==> src/hdl/tfs_pkg.sv <==
// Shared constants, register codes and interface structs for the timed fill sequencer.
package tfs_pkg;

    // Sizing of the wait queue and the data fields.
    localparam int QUEUE_DEPTH = 16;
    localparam int TANK_BITS   = 4;
    localparam int SAMPLE_BITS = 12;
    localparam int COUNT_BITS  = $clog2(QUEUE_DEPTH + 1);
    localparam int TICK_BITS   = 16;
    localparam int DUTY_BITS   = 8;
    localparam int FAULT_BITS  = 2;

    // Saturation value of the tick counters.
    localparam logic [TICK_BITS-1:0] TICK_MAX = {TICK_BITS{1'b1}};

    // Configuration port geometry: five registers at byte addresses 4*i.
    localparam int NUM_REGS  = 5;
    localparam int ADDR_BITS = $clog2(NUM_REGS * 4);
    localparam int IDX_BITS  = ADDR_BITS - 2;
    localparam int APB_BITS  = 32;

    // Register reset values.
    localparam logic [TICK_BITS-1:0]   FILL_LEN_RST      = TICK_BITS'(15000);
    localparam logic [TICK_BITS-1:0]   GRACE_TIME_RST    = TICK_BITS'(2000);
    localparam logic [SAMPLE_BITS-1:0] FLOW_THRESH_RST   = SAMPLE_BITS'(100);
    localparam logic [TICK_BITS-1:0]   BLINK_HALF_RST    = TICK_BITS'(500);
    localparam logic [DUTY_BITS-1:0]   PUMP_DUTY_RST     = DUTY_BITS'(128);

    // Input beat layout, lowest bits first.
    localparam int IN_TANK_LSB   = 0;
    localparam int IN_WATER_LSB  = IN_TANK_LSB + TANK_BITS;
    localparam int IN_CHEM_LSB   = IN_WATER_LSB + SAMPLE_BITS;
    localparam int IN_SWITCH_LSB = IN_CHEM_LSB + SAMPLE_BITS;
    localparam int IN_FIELD_BITS = IN_SWITCH_LSB + 1;
    localparam int IN_DATA_BITS  = ((IN_FIELD_BITS + 7) / 8) * 8;

    // Output beat layout, lowest bits first.
    localparam int OUT_VALVE_LSB   = 0;
    localparam int OUT_PUMP_LSB    = OUT_VALVE_LSB + 1;
    localparam int OUT_YELLOW_LSB  = OUT_PUMP_LSB + DUTY_BITS;
    localparam int OUT_RED_LSB     = OUT_YELLOW_LSB + 1;
    localparam int OUT_FILLING_LSB = OUT_RED_LSB + 1;
    localparam int OUT_TANK_LSB    = OUT_FILLING_LSB + 1;
    localparam int OUT_COUNT_LSB   = OUT_TANK_LSB + TANK_BITS;
    localparam int OUT_HALTED_LSB  = OUT_COUNT_LSB + COUNT_BITS;
    localparam int OUT_FAULT_LSB   = OUT_HALTED_LSB + 1;
    localparam int OUT_FIELD_BITS  = OUT_FAULT_LSB + FAULT_BITS;
    localparam int OUT_DATA_BITS   = ((OUT_FIELD_BITS + 7) / 8) * 8;

    // Register indexes on the configuration port.
    typedef enum logic [IDX_BITS-1:0] {
        REG_FILL_LEN      = IDX_BITS'(0),
        REG_GRACE_TIME    = IDX_BITS'(1),
        REG_FLOW_THRESH   = IDX_BITS'(2),
        REG_BLINK_HALF    = IDX_BITS'(3),
        REG_PUMP_DUTY     = IDX_BITS'(4)
    } reg_idx_t;

    // Fault codes reported while halted.
    typedef enum logic [FAULT_BITS-1:0] {
        FAULT_NONE  = 2'd0,
        FAULT_WATER = 2'd1,
        FAULT_LINE  = 2'd2
    } fault_t;

    // Configuration register set.
    typedef struct packed {
        logic [TICK_BITS-1:0]   fill_len;
        logic [TICK_BITS-1:0]   grace_time;
        logic [SAMPLE_BITS-1:0] flow_threshold;
        logic [TICK_BITS-1:0]   blink_half_period;
        logic [DUTY_BITS-1:0]   pump_duty;
    } cfg_t;

    // Commands from the controller to the queue.
    typedef struct packed {
        logic                 push;
        logic                 pop;
        logic [TANK_BITS-1:0] tank;
    } q_cmd_t;

    // Status of the queue seen by the controller and the output stage.
    typedef struct packed {
        logic [TANK_BITS-1:0]  head;
        logic [COUNT_BITS-1:0] count;
        logic [COUNT_BITS-1:0] count_next;
    } q_stat_t;

    // Controller view of the result beat, except the waiting count.
    typedef struct packed {
        logic                 valve_open;
        logic [DUTY_BITS-1:0] pump_drive;
        logic                 yellow_alarm;
        logic                 red_alarm;
        logic                 filling;
        logic [TANK_BITS-1:0] current_tank;
        logic                 halted;
        fault_t               fault_code;
    } ctrl_res_t;

endpackage

==> src/hdl/timed_fill_sequencer_core.sv <==
// A result beat is registered and appears on the master side in the cycle after its input beat is accepted.
// Throughput: one input beat per cycle while not stalled; the output register is refilled in the cycle it drains.
// Each beat passes the queue cell compares and the fill controller in the cycle it is accepted.
// Reset (rst_n low, asynchronous) empties the queue, clears fill, halt and alarm state,
// and restores every configuration register to its default. Queue cells hold no reset value.
module timed_fill_sequencer_core
    import tfs_pkg::*;
(
    input  logic                     clk,
    input  logic                     rst_n,
    // Input beats.
    input  logic                     s_tvalid,
    output logic                     s_tready,
    input  logic [IN_DATA_BITS-1:0]  s_tdata,   // tank_id, water_flow, chem_flow, tank_switch
    input  logic                     s_tuser,   // kind
    // Result beats.
    output logic                     m_tvalid,
    input  logic                     m_tready,
    output logic [OUT_DATA_BITS-1:0] m_tdata,   // valve_open, pump_drive, yellow_alarm,
                                                // red_alarm, filling, current_tank,
                                                // waiting_count, halted, fault_code
    // Configuration port.
    input  logic                     psel,
    input  logic                     penable,
    input  logic                     pwrite,
    input  logic [ADDR_BITS-1:0]     paddr,
    input  logic [APB_BITS-1:0]      pwdata,
    output logic [APB_BITS-1:0]      prdata,
    output logic                     pready
);

    cfg_t                     cfg_reg;
    logic                     cfg_wr;
    logic [IDX_BITS-1:0]      reg_idx;
    logic                     accept;
    q_cmd_t                   q_cmd;
    q_stat_t                  q_stat;
    ctrl_res_t                res;
    logic                     m_tvalid_reg;
    logic [OUT_DATA_BITS-1:0] m_tdata_reg;
    logic [OUT_DATA_BITS-1:0] m_tdata_next;

    // Configuration registers.
    assign pready  = 1'b1;
    assign cfg_wr  = psel && penable && pwrite && pready;
    assign reg_idx = paddr[ADDR_BITS-1:2];

    always_ff @(posedge clk or negedge rst_n)
    begin
        if (!rst_n)
        begin
            cfg_reg.fill_len          <= FILL_LEN_RST;
            cfg_reg.grace_time        <= GRACE_TIME_RST;
            cfg_reg.flow_threshold    <= FLOW_THRESH_RST;
            cfg_reg.blink_half_period <= BLINK_HALF_RST;
            cfg_reg.pump_duty         <= PUMP_DUTY_RST;
        end
        else if (cfg_wr)
        begin
            unique case (reg_idx)
                REG_FILL_LEN:      cfg_reg.fill_len          <= pwdata[TICK_BITS-1:0];
                REG_GRACE_TIME:    cfg_reg.grace_time        <= pwdata[TICK_BITS-1:0];
                REG_FLOW_THRESH:   cfg_reg.flow_threshold    <= pwdata[SAMPLE_BITS-1:0];
                REG_BLINK_HALF:    cfg_reg.blink_half_period <= pwdata[TICK_BITS-1:0];
                REG_PUMP_DUTY:     cfg_reg.pump_duty         <= pwdata[DUTY_BITS-1:0];
                default:           ;
            endcase
        end
    end

    // Register read back.
    always_comb
    begin
        unique case (reg_idx)
            REG_FILL_LEN:      prdata = APB_BITS'(cfg_reg.fill_len);
            REG_GRACE_TIME:    prdata = APB_BITS'(cfg_reg.grace_time);
            REG_FLOW_THRESH:   prdata = APB_BITS'(cfg_reg.flow_threshold);
            REG_BLINK_HALF:    prdata = APB_BITS'(cfg_reg.blink_half_period);
            REG_PUMP_DUTY:     prdata = APB_BITS'(cfg_reg.pump_duty);
            default:           prdata = '0;
        endcase
    end

    // A new beat is taken whenever the output register is empty or draining.
    assign s_tready = !m_tvalid_reg || m_tready;
    assign accept   = s_tvalid && s_tready;

    tfs_ctrl u_ctrl (
        .clk         (clk),
        .rst_n       (rst_n),
        .accept      (accept),
        .kind        (s_tuser),
        .tank_id     (s_tdata[IN_TANK_LSB +: TANK_BITS]),
        .water_flow  (s_tdata[IN_WATER_LSB +: SAMPLE_BITS]),
        .chem_flow   (s_tdata[IN_CHEM_LSB +: SAMPLE_BITS]),
        .tank_switch (s_tdata[IN_SWITCH_LSB]),
        .cfg         (cfg_reg),
        .q_stat      (q_stat),
        .q_cmd       (q_cmd),
        .res         (res)
    );

    tfs_queue u_queue (
        .clk   (clk),
        .rst_n (rst_n),
        .cmd   (q_cmd),
        .stat  (q_stat)
    );

    // Pack the result beat, first field in the lowest bits.
    assign m_tdata_next = OUT_DATA_BITS'({res.fault_code, res.halted, q_stat.count_next,
                                          res.current_tank, res.filling, res.red_alarm,
                                          res.yellow_alarm, res.pump_drive, res.valve_open});

    // Output register.
    always_ff @(posedge clk or negedge rst_n)
    begin
        if (!rst_n)
        begin
            m_tvalid_reg <= 1'b0;
        end
        else if (accept)
        begin
            m_tvalid_reg <= 1'b1;
        end
        else if (m_tready)
        begin
            m_tvalid_reg <= 1'b0;
        end
    end

    always_ff @(posedge clk)
    begin
        if (accept)
        begin
            m_tdata_reg <= m_tdata_next;
        end
    end

    assign m_tvalid = m_tvalid_reg;
    assign m_tdata  = m_tdata_reg;

endmodule

==> src/hdl/tfs_cell.sv <==
// One queue cell: holds a waiting tank, takes its neighbor's entry on a pop.
module tfs_cell
    import tfs_pkg::*;
(
    input  logic                 clk,
    input  logic                 load,
    input  logic                 shift,
    input  logic [TANK_BITS-1:0] new_tank,
    input  logic [TANK_BITS-1:0] next_tank,
    input  logic [TANK_BITS-1:0] probe_tank,
    input  logic                 occupied,
    output logic [TANK_BITS-1:0] entry,
    output logic                 hit
);

    logic [TANK_BITS-1:0] entry_reg;

    // A push lands in the first free cell; a pop moves every entry one cell to the head.
    always_ff @(posedge clk)
    begin
        if (load)
        begin
            entry_reg <= new_tank;
        end
        else if (shift)
        begin
            entry_reg <= next_tank;
        end
    end

    // Duplicate detection for an incoming request.
    assign hit   = occupied && (entry_reg == probe_tank);
    assign entry = entry_reg;

endmodule

==> src/hdl/tfs_queue.sv <==
// Wait queue built as a chain of cells with a fill count.
module tfs_queue
    import tfs_pkg::*;
(
    input  logic    clk,
    input  logic    rst_n,
    input  q_cmd_t  cmd,
    output q_stat_t stat
);

    logic [COUNT_BITS-1:0]  count_reg;
    logic [COUNT_BITS-1:0]  count_next;
    logic [TANK_BITS-1:0]   entry [QUEUE_DEPTH];
    logic [QUEUE_DEPTH-1:0] hit;
    logic                   push_ok;

    // A request is taken only if the tank is not waiting already and a cell is free.
    assign push_ok = cmd.push && !(|hit) && (count_reg < COUNT_BITS'(QUEUE_DEPTH));

    // Row of cells; the last one refills from itself since it is never occupied after a pop.
    for (genvar i = 0; i < QUEUE_DEPTH; i++)
    begin : g_cell
        logic [TANK_BITS-1:0] neighbor;

        if (i == QUEUE_DEPTH - 1)
        begin : g_tail
            assign neighbor = entry[i];
        end
        else
        begin : g_body
            assign neighbor = entry[i + 1];
        end

        tfs_cell u_cell (
            .clk        (clk),
            .load       (push_ok && (count_reg == COUNT_BITS'(i))),
            .shift      (cmd.pop),
            .new_tank   (cmd.tank),
            .next_tank  (neighbor),
            .probe_tank (cmd.tank),
            .occupied   (count_reg > COUNT_BITS'(i)),
            .entry      (entry[i]),
            .hit        (hit[i])
        );
    end

    // Fill count; push and pop never come in the same beat.
    always_comb
    begin
        count_next = count_reg;
        if (push_ok)
        begin
            count_next = count_reg + COUNT_BITS'(1);
        end
        else if (cmd.pop)
        begin
            count_next = count_reg - COUNT_BITS'(1);
        end
    end

    always_ff @(posedge clk or negedge rst_n)
    begin
        if (!rst_n)
        begin
            count_reg <= '0;
        end
        else
        begin
            count_reg <= count_next;
        end
    end

    assign stat.head       = entry[0];
    assign stat.count      = count_reg;
    assign stat.count_next = count_next;

endmodule

==> src/hdl/tfs_ctrl.sv <==
// Fill and halt controller: fill timer, flow checks, fault latch and alarm blinker.
module tfs_ctrl
    import tfs_pkg::*;
(
    input  logic                   clk,
    input  logic                   rst_n,
    input  logic                   accept,
    input  logic                   kind,
    input  logic [TANK_BITS-1:0]   tank_id,
    input  logic [SAMPLE_BITS-1:0] water_flow,
    input  logic [SAMPLE_BITS-1:0] chem_flow,
    input  logic                   tank_switch,
    input  cfg_t                   cfg,
    input  q_stat_t                q_stat,
    output q_cmd_t                 q_cmd,
    output ctrl_res_t              res
);

    logic                 fill_active_reg, fill_active_next;
    logic [TANK_BITS-1:0] tank_reg, tank_next;
    logic [TICK_BITS-1:0] fill_ticks_reg, fill_ticks_next;
    logic                 halt_reg, halt_next;
    fault_t               fault_reg, fault_next;
    logic [TICK_BITS-1:0] blink_ticks_reg, blink_ticks_next;
    logic                 blink_reg, blink_next;
    logic                 yellow_reg, yellow_next;
    logic                 pop_req;
    logic                 run;

    // A request is pushed unless it names no tank or the tank being filled.
    assign q_cmd.tank = tank_id;
    assign q_cmd.push = accept && kind && (tank_id != '0)
                        && !(fill_active_reg && (tank_id == tank_reg));
    assign q_cmd.pop  = pop_req;

    // Tick handling: blink while halted, otherwise time the fill and check flow.
    always_comb
    begin
        fill_active_next = fill_active_reg;
        tank_next        = tank_reg;
        fill_ticks_next  = fill_ticks_reg;
        halt_next        = halt_reg;
        fault_next       = fault_reg;
        blink_ticks_next = blink_ticks_reg;
        blink_next       = blink_reg;
        yellow_next      = yellow_reg;
        pop_req          = 1'b0;

        if (accept && !kind)
        begin
            if (halt_reg)
            begin
                if (blink_ticks_reg != TICK_MAX)
                begin
                    blink_ticks_next = blink_ticks_reg + TICK_BITS'(1);
                end
                if (blink_ticks_next >= cfg.blink_half_period)
                begin
                    blink_next       = !blink_reg;
                    blink_ticks_next = '0;
                end
            end
            else
            begin
                yellow_next = tank_switch;

                if (fill_active_reg && (fill_ticks_reg != TICK_MAX))
                begin
                    fill_ticks_next = fill_ticks_reg + TICK_BITS'(1);
                end

                // Flow checks start once the grace time is over.
                if (fill_active_reg && (fill_ticks_next > cfg.grace_time)
                    && ((water_flow < cfg.flow_threshold) || (chem_flow < cfg.flow_threshold)))
                begin
                    halt_next        = 1'b1;
                    fault_next       = (water_flow < cfg.flow_threshold) ? FAULT_WATER
                                                                         : FAULT_LINE;
                    fill_active_next = 1'b0;
                    tank_next        = '0;
                    fill_ticks_next  = '0;
                    blink_ticks_next = '0;
                    blink_next       = 1'b1;
                end
                else
                begin
                    // Start the next waiting fill when idle.
                    if (!fill_active_reg && (q_stat.count != '0))
                    begin
                        pop_req          = 1'b1;
                        tank_next        = q_stat.head;
                        fill_active_next = 1'b1;
                        fill_ticks_next  = '0;
                    end
                    // End the fill once its duration has elapsed.
                    if (fill_active_next && (fill_ticks_next >= cfg.fill_len))
                    begin
                        fill_active_next = 1'b0;
                        tank_next        = '0;
                        fill_ticks_next  = '0;
                    end
                end
            end
        end
    end

    always_ff @(posedge clk or negedge rst_n)
    begin
        if (!rst_n)
        begin
            fill_active_reg <= 1'b0;
            tank_reg        <= '0;
            fill_ticks_reg  <= '0;
            halt_reg        <= 1'b0;
            fault_reg       <= FAULT_NONE;
            blink_ticks_reg <= '0;
            blink_reg       <= 1'b0;
            yellow_reg      <= 1'b0;
        end
        else
        begin
            fill_active_reg <= fill_active_next;
            tank_reg        <= tank_next;
            fill_ticks_reg  <= fill_ticks_next;
            halt_reg        <= halt_next;
            fault_reg       <= fault_next;
            blink_ticks_reg <= blink_ticks_next;
            blink_reg       <= blink_next;
            yellow_reg      <= yellow_next;
        end
    end

    // Result fields show the state after the beat.
    assign run = fill_active_next && !halt_next;

    assign res.valve_open   = run;
    assign res.pump_drive   = run ? cfg.pump_duty : '0;
    assign res.yellow_alarm = yellow_next;
    assign res.red_alarm    = halt_next && blink_next;
    assign res.filling      = run;
    assign res.current_tank = tank_next;
    assign res.halted       = halt_next;
    assign res.fault_code   = fault_next;

endmodule

==> config.mk <==
export PLATFORM = sky130hd
export DESIGN_NAME = timed_fill_sequencer_core
export DESIGN_NICKNAME = d
export VERILOG_FILES = /design/src/hdl/tfs_pkg.sv /design/src/hdl/timed_fill_sequencer_core.sv /design/src/hdl/tfs_cell.sv /design/src/hdl/tfs_queue.sv /design/src/hdl/tfs_ctrl.sv
export SDC_FILE = /design/constraint.sdc
export NUM_CORES = 1
export LEC_CHECK = 0
export ABC_AREA = 1
export BUFFER_PORTS_ARGS = -buffer_cell sky130_fd_sc_hd__buf_4
export CORE_MARGIN = 3
export CORE_UTILIZATION = 65
export DETAILED_ROUTE_END_ITERATION = 16
export GPL_TIMING_DRIVEN = 0
export PLACE_DENSITY_LB_ADDON = 0.15
export SYNTH_ARGS = -nofsm -noshare
export SYNTH_HDL_FRONTEND = slang
export SYNTH_SLANG_ARGS = --single-unit
export TNS_END_PERCENT = 10
==> constraint.sdc <==
create_clock -name clk -period 9 [get_ports clk]
set_clock_uncertainty 0.1 [all_clocks]
set_input_delay 1.8 -clock clk [delete_from_list [all_inputs] [get_ports clk]]
set_output_delay 1.8 -clock clk [all_outputs]
set_load 0.02 [all_outputs]
# After elaboration in Yosys (flattened, before gate mapping)
# Cells that the tools add are included.
classes:
  addsub: 4
  magnitude_cmp: 22
  n_eq_ne: 38
  mux: 80
  bitwise: 1
  n_reduce_logical: 87
ops:
  columns: ["op", "count"]
  rows:
  - ["$mux 16", 15]
  - ["$mux 4", 35]
  - ["$pmux 16 s5", 1]
  - ["$eq 4x4->1", 17]
  - ["$logic_and 1x1->1", 49]
  - ["$eq 5x4->1 const B", 8]
  - ["$gt 5x4->1 const B", 8]
  - ["$reduce_bool 2->1", 17]
  - ["$add 16x1->16 const B", 2]
  - ["$ge 16x16->1", 2]
  - ["$ne 16x16->1 const B", 2]
  - ["$lt 12x12->1", 2]
  - ["$mux 1", 23]
  - ["$eq 5x3->1 const B", 4]
  - ["$gt 5x3->1 const B", 4]
  - ["$gt 16x16->1", 1]
  - ["$reduce_or 16->1", 1]
  - ["$reduce_and 2->1", 7]
  - ["$eq 5x2->1 const B", 2]
  - ["$gt 5x1->1 const B", 2]
  - ["$gt 5x2->1 const B", 2]
  - ["$mux 5", 2]
  - ["$mux 2", 4]
  - ["$logic_not 1->1", 7]
  - ["other kinds (13)", 15]
totals:
  reg_bits: 204
  inputBits: 77
  out_inout_bits: 59
  word_cells: 265

# Logic depth before layout (Yosys ltp)
depth:
  depth_word: 18
  mapped_depth: 27
  mapped_depth_nobuf: 25

# Cells and area by module
# From an unflattened synthesis, not the netlist that was laid out.
unflattened:
  cells_unflattened: 2027
  hier_area_um2: 14418.8
modules_own_cells:
  columns: ["mod", "instances", "cells_each", "area_per_inst_um2"]
  rows:
  - ["tfs_ctrl", 1, 760, 4921.0]
  - ["tfs_cell", 16, 39, 270.3]
  - ["timed_fill_sequencer_core", 1, 495, 4291.6]
  - ["tfs_queue", 1, 148, 882.1]

# Worst setup path after synthesis
# No wires, ideal clock.
synth_path:
  path_type: "input-to-output"
  startpoint: "input paddr[3]"
  endpoint: "output prdata[5]"
  arrival_time_ns: 2.906
  t_required_ns: 7.100
  path_slack_ns: 4.194
  stages: 6
  cell_sequence: "nor3_1 inv_1 clkbuf_1 o21ai_0 nor2_1 o21ai_0"
synth_between:
  elab_chain_len: 2
  elab_cells_between_ends: 6
  cone_classes: "eq/ne: 4; mux: 1; reduce/logical: 1"
synth_rtl:
  columns: ["item", "line_no", "source"]
  rows:
  - ["start, declared", "timed_fill_sequencer_core.sv:26", "input logic [ADDR_BITS-1:0] paddr,"]
  - ["$eq 3x3->1, or another cell as far along", "timed_fill_sequencer_core.sv:74", "unique case (reg_idx)"]
  - ["$pmux 16 s5 (*)", "timed_fill_sequencer_core.sv:74", null]
  - ["end, declared", "timed_fill_sequencer_core.sv:28", "output logic [APB_BITS-1:0] prdata,"]
# Mark *: on every way between the ends. The rest lies on a longest branch, timed or not.

# Worst setup path in the final report
# Same ends and word-level chain as after synthesis.

==> run summary <==
Placer Congestion -> 0.969
Reg2Reg Depth -> 18
yosys warns -> 0
pwr dens -> 254 mW/mm^2
Post-Synth XOR/XNOR Area -> 0.0565
FF+latch count, synth -> 203
Peak VDD IR -> 0.220 mV
ANT nets after route -> 0
max cap viols -> 0
sequential fraction of the synthesis area -> 0.420
ant diodes -> 0
Worst-Skew Late Latency -> 520 ps
final-stage net count -> 1946
vias per std cell -> 5.84
Die Ht -> 148 um
Post-Synth Adder-Cell Area -> 0.0731
clock root buffer master -> clkbuf_16
# setup viols final -> 0
Synth Instances -> 1654
area leader, netlist -> edfxtp_1
die width -> 148 um
Critical R2R Launch -> u_ctrl.blink_ticks_reg[1]$_DFFE_PN0P_
Syn Area/Cell -> 7.97 sq um
async set or reset register ratio after synthesis -> 0.571
setup bufs post-CTS -> 0
pin count of the biggest net entering global routing -> 64
area grow syn2layout -> 14.4%
CTS tree -> done
Crit Reg-Reg Endpoint -> u_ctrl.blink_ticks_reg[1]$_DFFE_PN0P_
Worst EP arrival -> 3570 ps
Iter 0 DRT Violations -> 1316
share of the synthesized area in the top cell type -> 0.198
Tmin final -> 5470 ps
Clock Pin Slew Worst Setup and Hold Paths -> 50 ps
detailed-route DRC error count -> 0
Reg2Reg Setup Slack -> 4710 ps
# H-tree levels -> 1
CTS Buffer Depth -> 3
Pleak -> 7.20 nW
simple-gate share of the synthesized area -> 0.261
Synth Flop Type -> dfrtp_1
row cnt -> 51
GRT overflow -> 0
number of fill cells -> 1423
number of library cell types mapped by synthesis -> 42
outcome -> completed
Hold Crit Class -> flop to flop
Power Total -> 3.83 mW
gr usage total -> 0.341
Synth Area in Compound Gates -> 0.0909
I/O Pins -> 136
maximum clock rate -> 183 MHz
core area -> 0.0197 sq mm
max-slew headroom at the worst pin -> 0.357
number of global-route vias before repair -> 11600
critical path fanouts, max -> 10
antenna violations before repair -> 0
startpoint types -> input port
Final Hold Viols -> 0
WP data required -> 7100 ps
max reg flops -> 68
DR pass1 iterations -> 9
WHS Endpoint -> u_ctrl.yellow_reg$_DFF_PN0_
Commonest cells post-synth -> nand2_1, inv_1, o21ai_0
CTS Buf Count -> 23
starting density of the core -> 0.669
crit end category -> primary output
Detailed Place HPWL -> 27700 um
largest family of logic cells by synthesized area -> simple AND/OR/NAND/NOR gates
Synth Cell Area -> 0.0132 sq mm
post-synthesis mux area share -> 0
most frequent cell after synthesis -> nand2_1
share of cells above drive strength 1 -> 0.144
die area -> 0.0220 sq mm
Post-synth EDFFs -> 87
Final period util -> 0.608
DR vias -> 12100
Setup Crit Path Kind -> input port to primary output
WHS Path Cells -> 2
Post-CTS Hold Buffers -> 0
Routed WL -> 37700 um
Pins Over Slew Limit -> 0
first-pass GRT wire length -> 59900 um
Routed WL per cell -> 18.2 um
Port Buffer Count -> 97
Area contributors post-synth -> edfxtp_1, dfrtp_1, nand2_1
RSZ-0062 raised after global routing -> false
post_cts resized -> 0
clk sink count -> 203
hold path start -> u_ctrl.yellow_reg$_DFF_PN0_
Worst Tran Pin Value -> 955 ps
Fin Setup TNS -> 0 ps
==> layer usage <==
layer / part of all wire / wire length [um] / up-vias / GRT usage
met3: 0.11 / 4080 / 89 / 0.0661
met5: 0 / 0 / - / 0
met2: 0.45 / 17000 / 719 / 0.539
met1: 0.41 / 15500 / 5580 / 0.488
li1: - / - / 5721 / -
met4: 0.029 / 1090 / 0 / 0.0887
==> cell usage in the layout (no fill, tap or decap), types with 14 or more instances in the layout <==
cell / n
nand2_1: 448
inv_1: 196
o21ai_0: 135
buf_4: 125
nor2_1: 104
nand4_1: 95
dfrtp_1: 93
edfxtp_1: 87
ha_1: 77
nand3_1: 60
xnor2_1: 51
a21oi_1: 42
xor2_1: 34
clkbuf_1: 30
clkbuf_16: 24
dfstp_2: 23
o21ai_1: 19
nor3_1: 18
buf_2: 17
conb_1: 17
nand3_2: 14
==> metrics by stage <==
stage	util	instance area [sq um]	hold WS [ps]	std cells	worst slack, ps
5_1_grt	0.765	15100	396	2074	3400
6_report	0.765	15100	379	2074	3530
4_1_cts	0.765	15100	378	2074	3590
3_5_place_dp	0.728	14300	366	2032	3620
3_3_place_gp	0.725	14300	354	2031	2820
2_1_floorplan	-	13200	341	1669	4190
==> worst max-delay path by stage <==
stage                     startpoint                                            to  slack [ps]  depth (start not counted)
final                       paddr[3]                                     prdata[5]        3530                          8
after floorplan             paddr[3]                                     prdata[5]        4190                          6
after CTS                   paddr[3]                                     prdata[5]        3590                          8
after global routing        paddr[3]                                     prdata[5]        3400                          8
after detailed placement    paddr[3]                                     prdata[5]        3620                          8
after global placement      s_tvalid  u_queue.g_cell[14].u_cell.entry[0]$_DFFE_PP_        2820                         10
==> cells by family after synthesis <==
logic type               after synthesis
other                                  2
adder cells (fa/ha/maj)               77
AO/OA/AOI/OAI                        226
XOR/XNOR                              85
flip-flops                           203
AND/OR/NAND/NOR                      772
buffers and inverters                289
==> critical path, cell delays in order <==
cell and delay (ps):
buf_4 130, nor3_1 490, inv_1 180, clkbuf_1 310, o21ai_0 310, nor2_1 80, o21ai_0 90, buf_4 170
==> report_power, final <==
| group | switching, mW | internal (mW) |
|---|---|---|
| clock | 0.387 | 0.531 |
| sequential | 0.154 | 1.18 |
| combinational | 1.05 | 0.532 |
==> area by class of cell <==
cell class | instances | area [sq um] | share of cell area
Tap cell | 265 | 332 | 0.0220
Multi-Input combinational cell | 1177 | 6420 | 0.426
Buffer | 81 | 509 | 0.0338
Clock buffer | 35 | 692 | 0.0459
Clock inverter | 7 | 42.5 | 0.00282
Inverter | 208 | 783 | 0.0519
Timing Repair Buffer | 98 | 759 | 0.0504
Sequential cell | 203 | 5540 | 0.368
No activity file was read; power rests on OpenSTA's default activity.
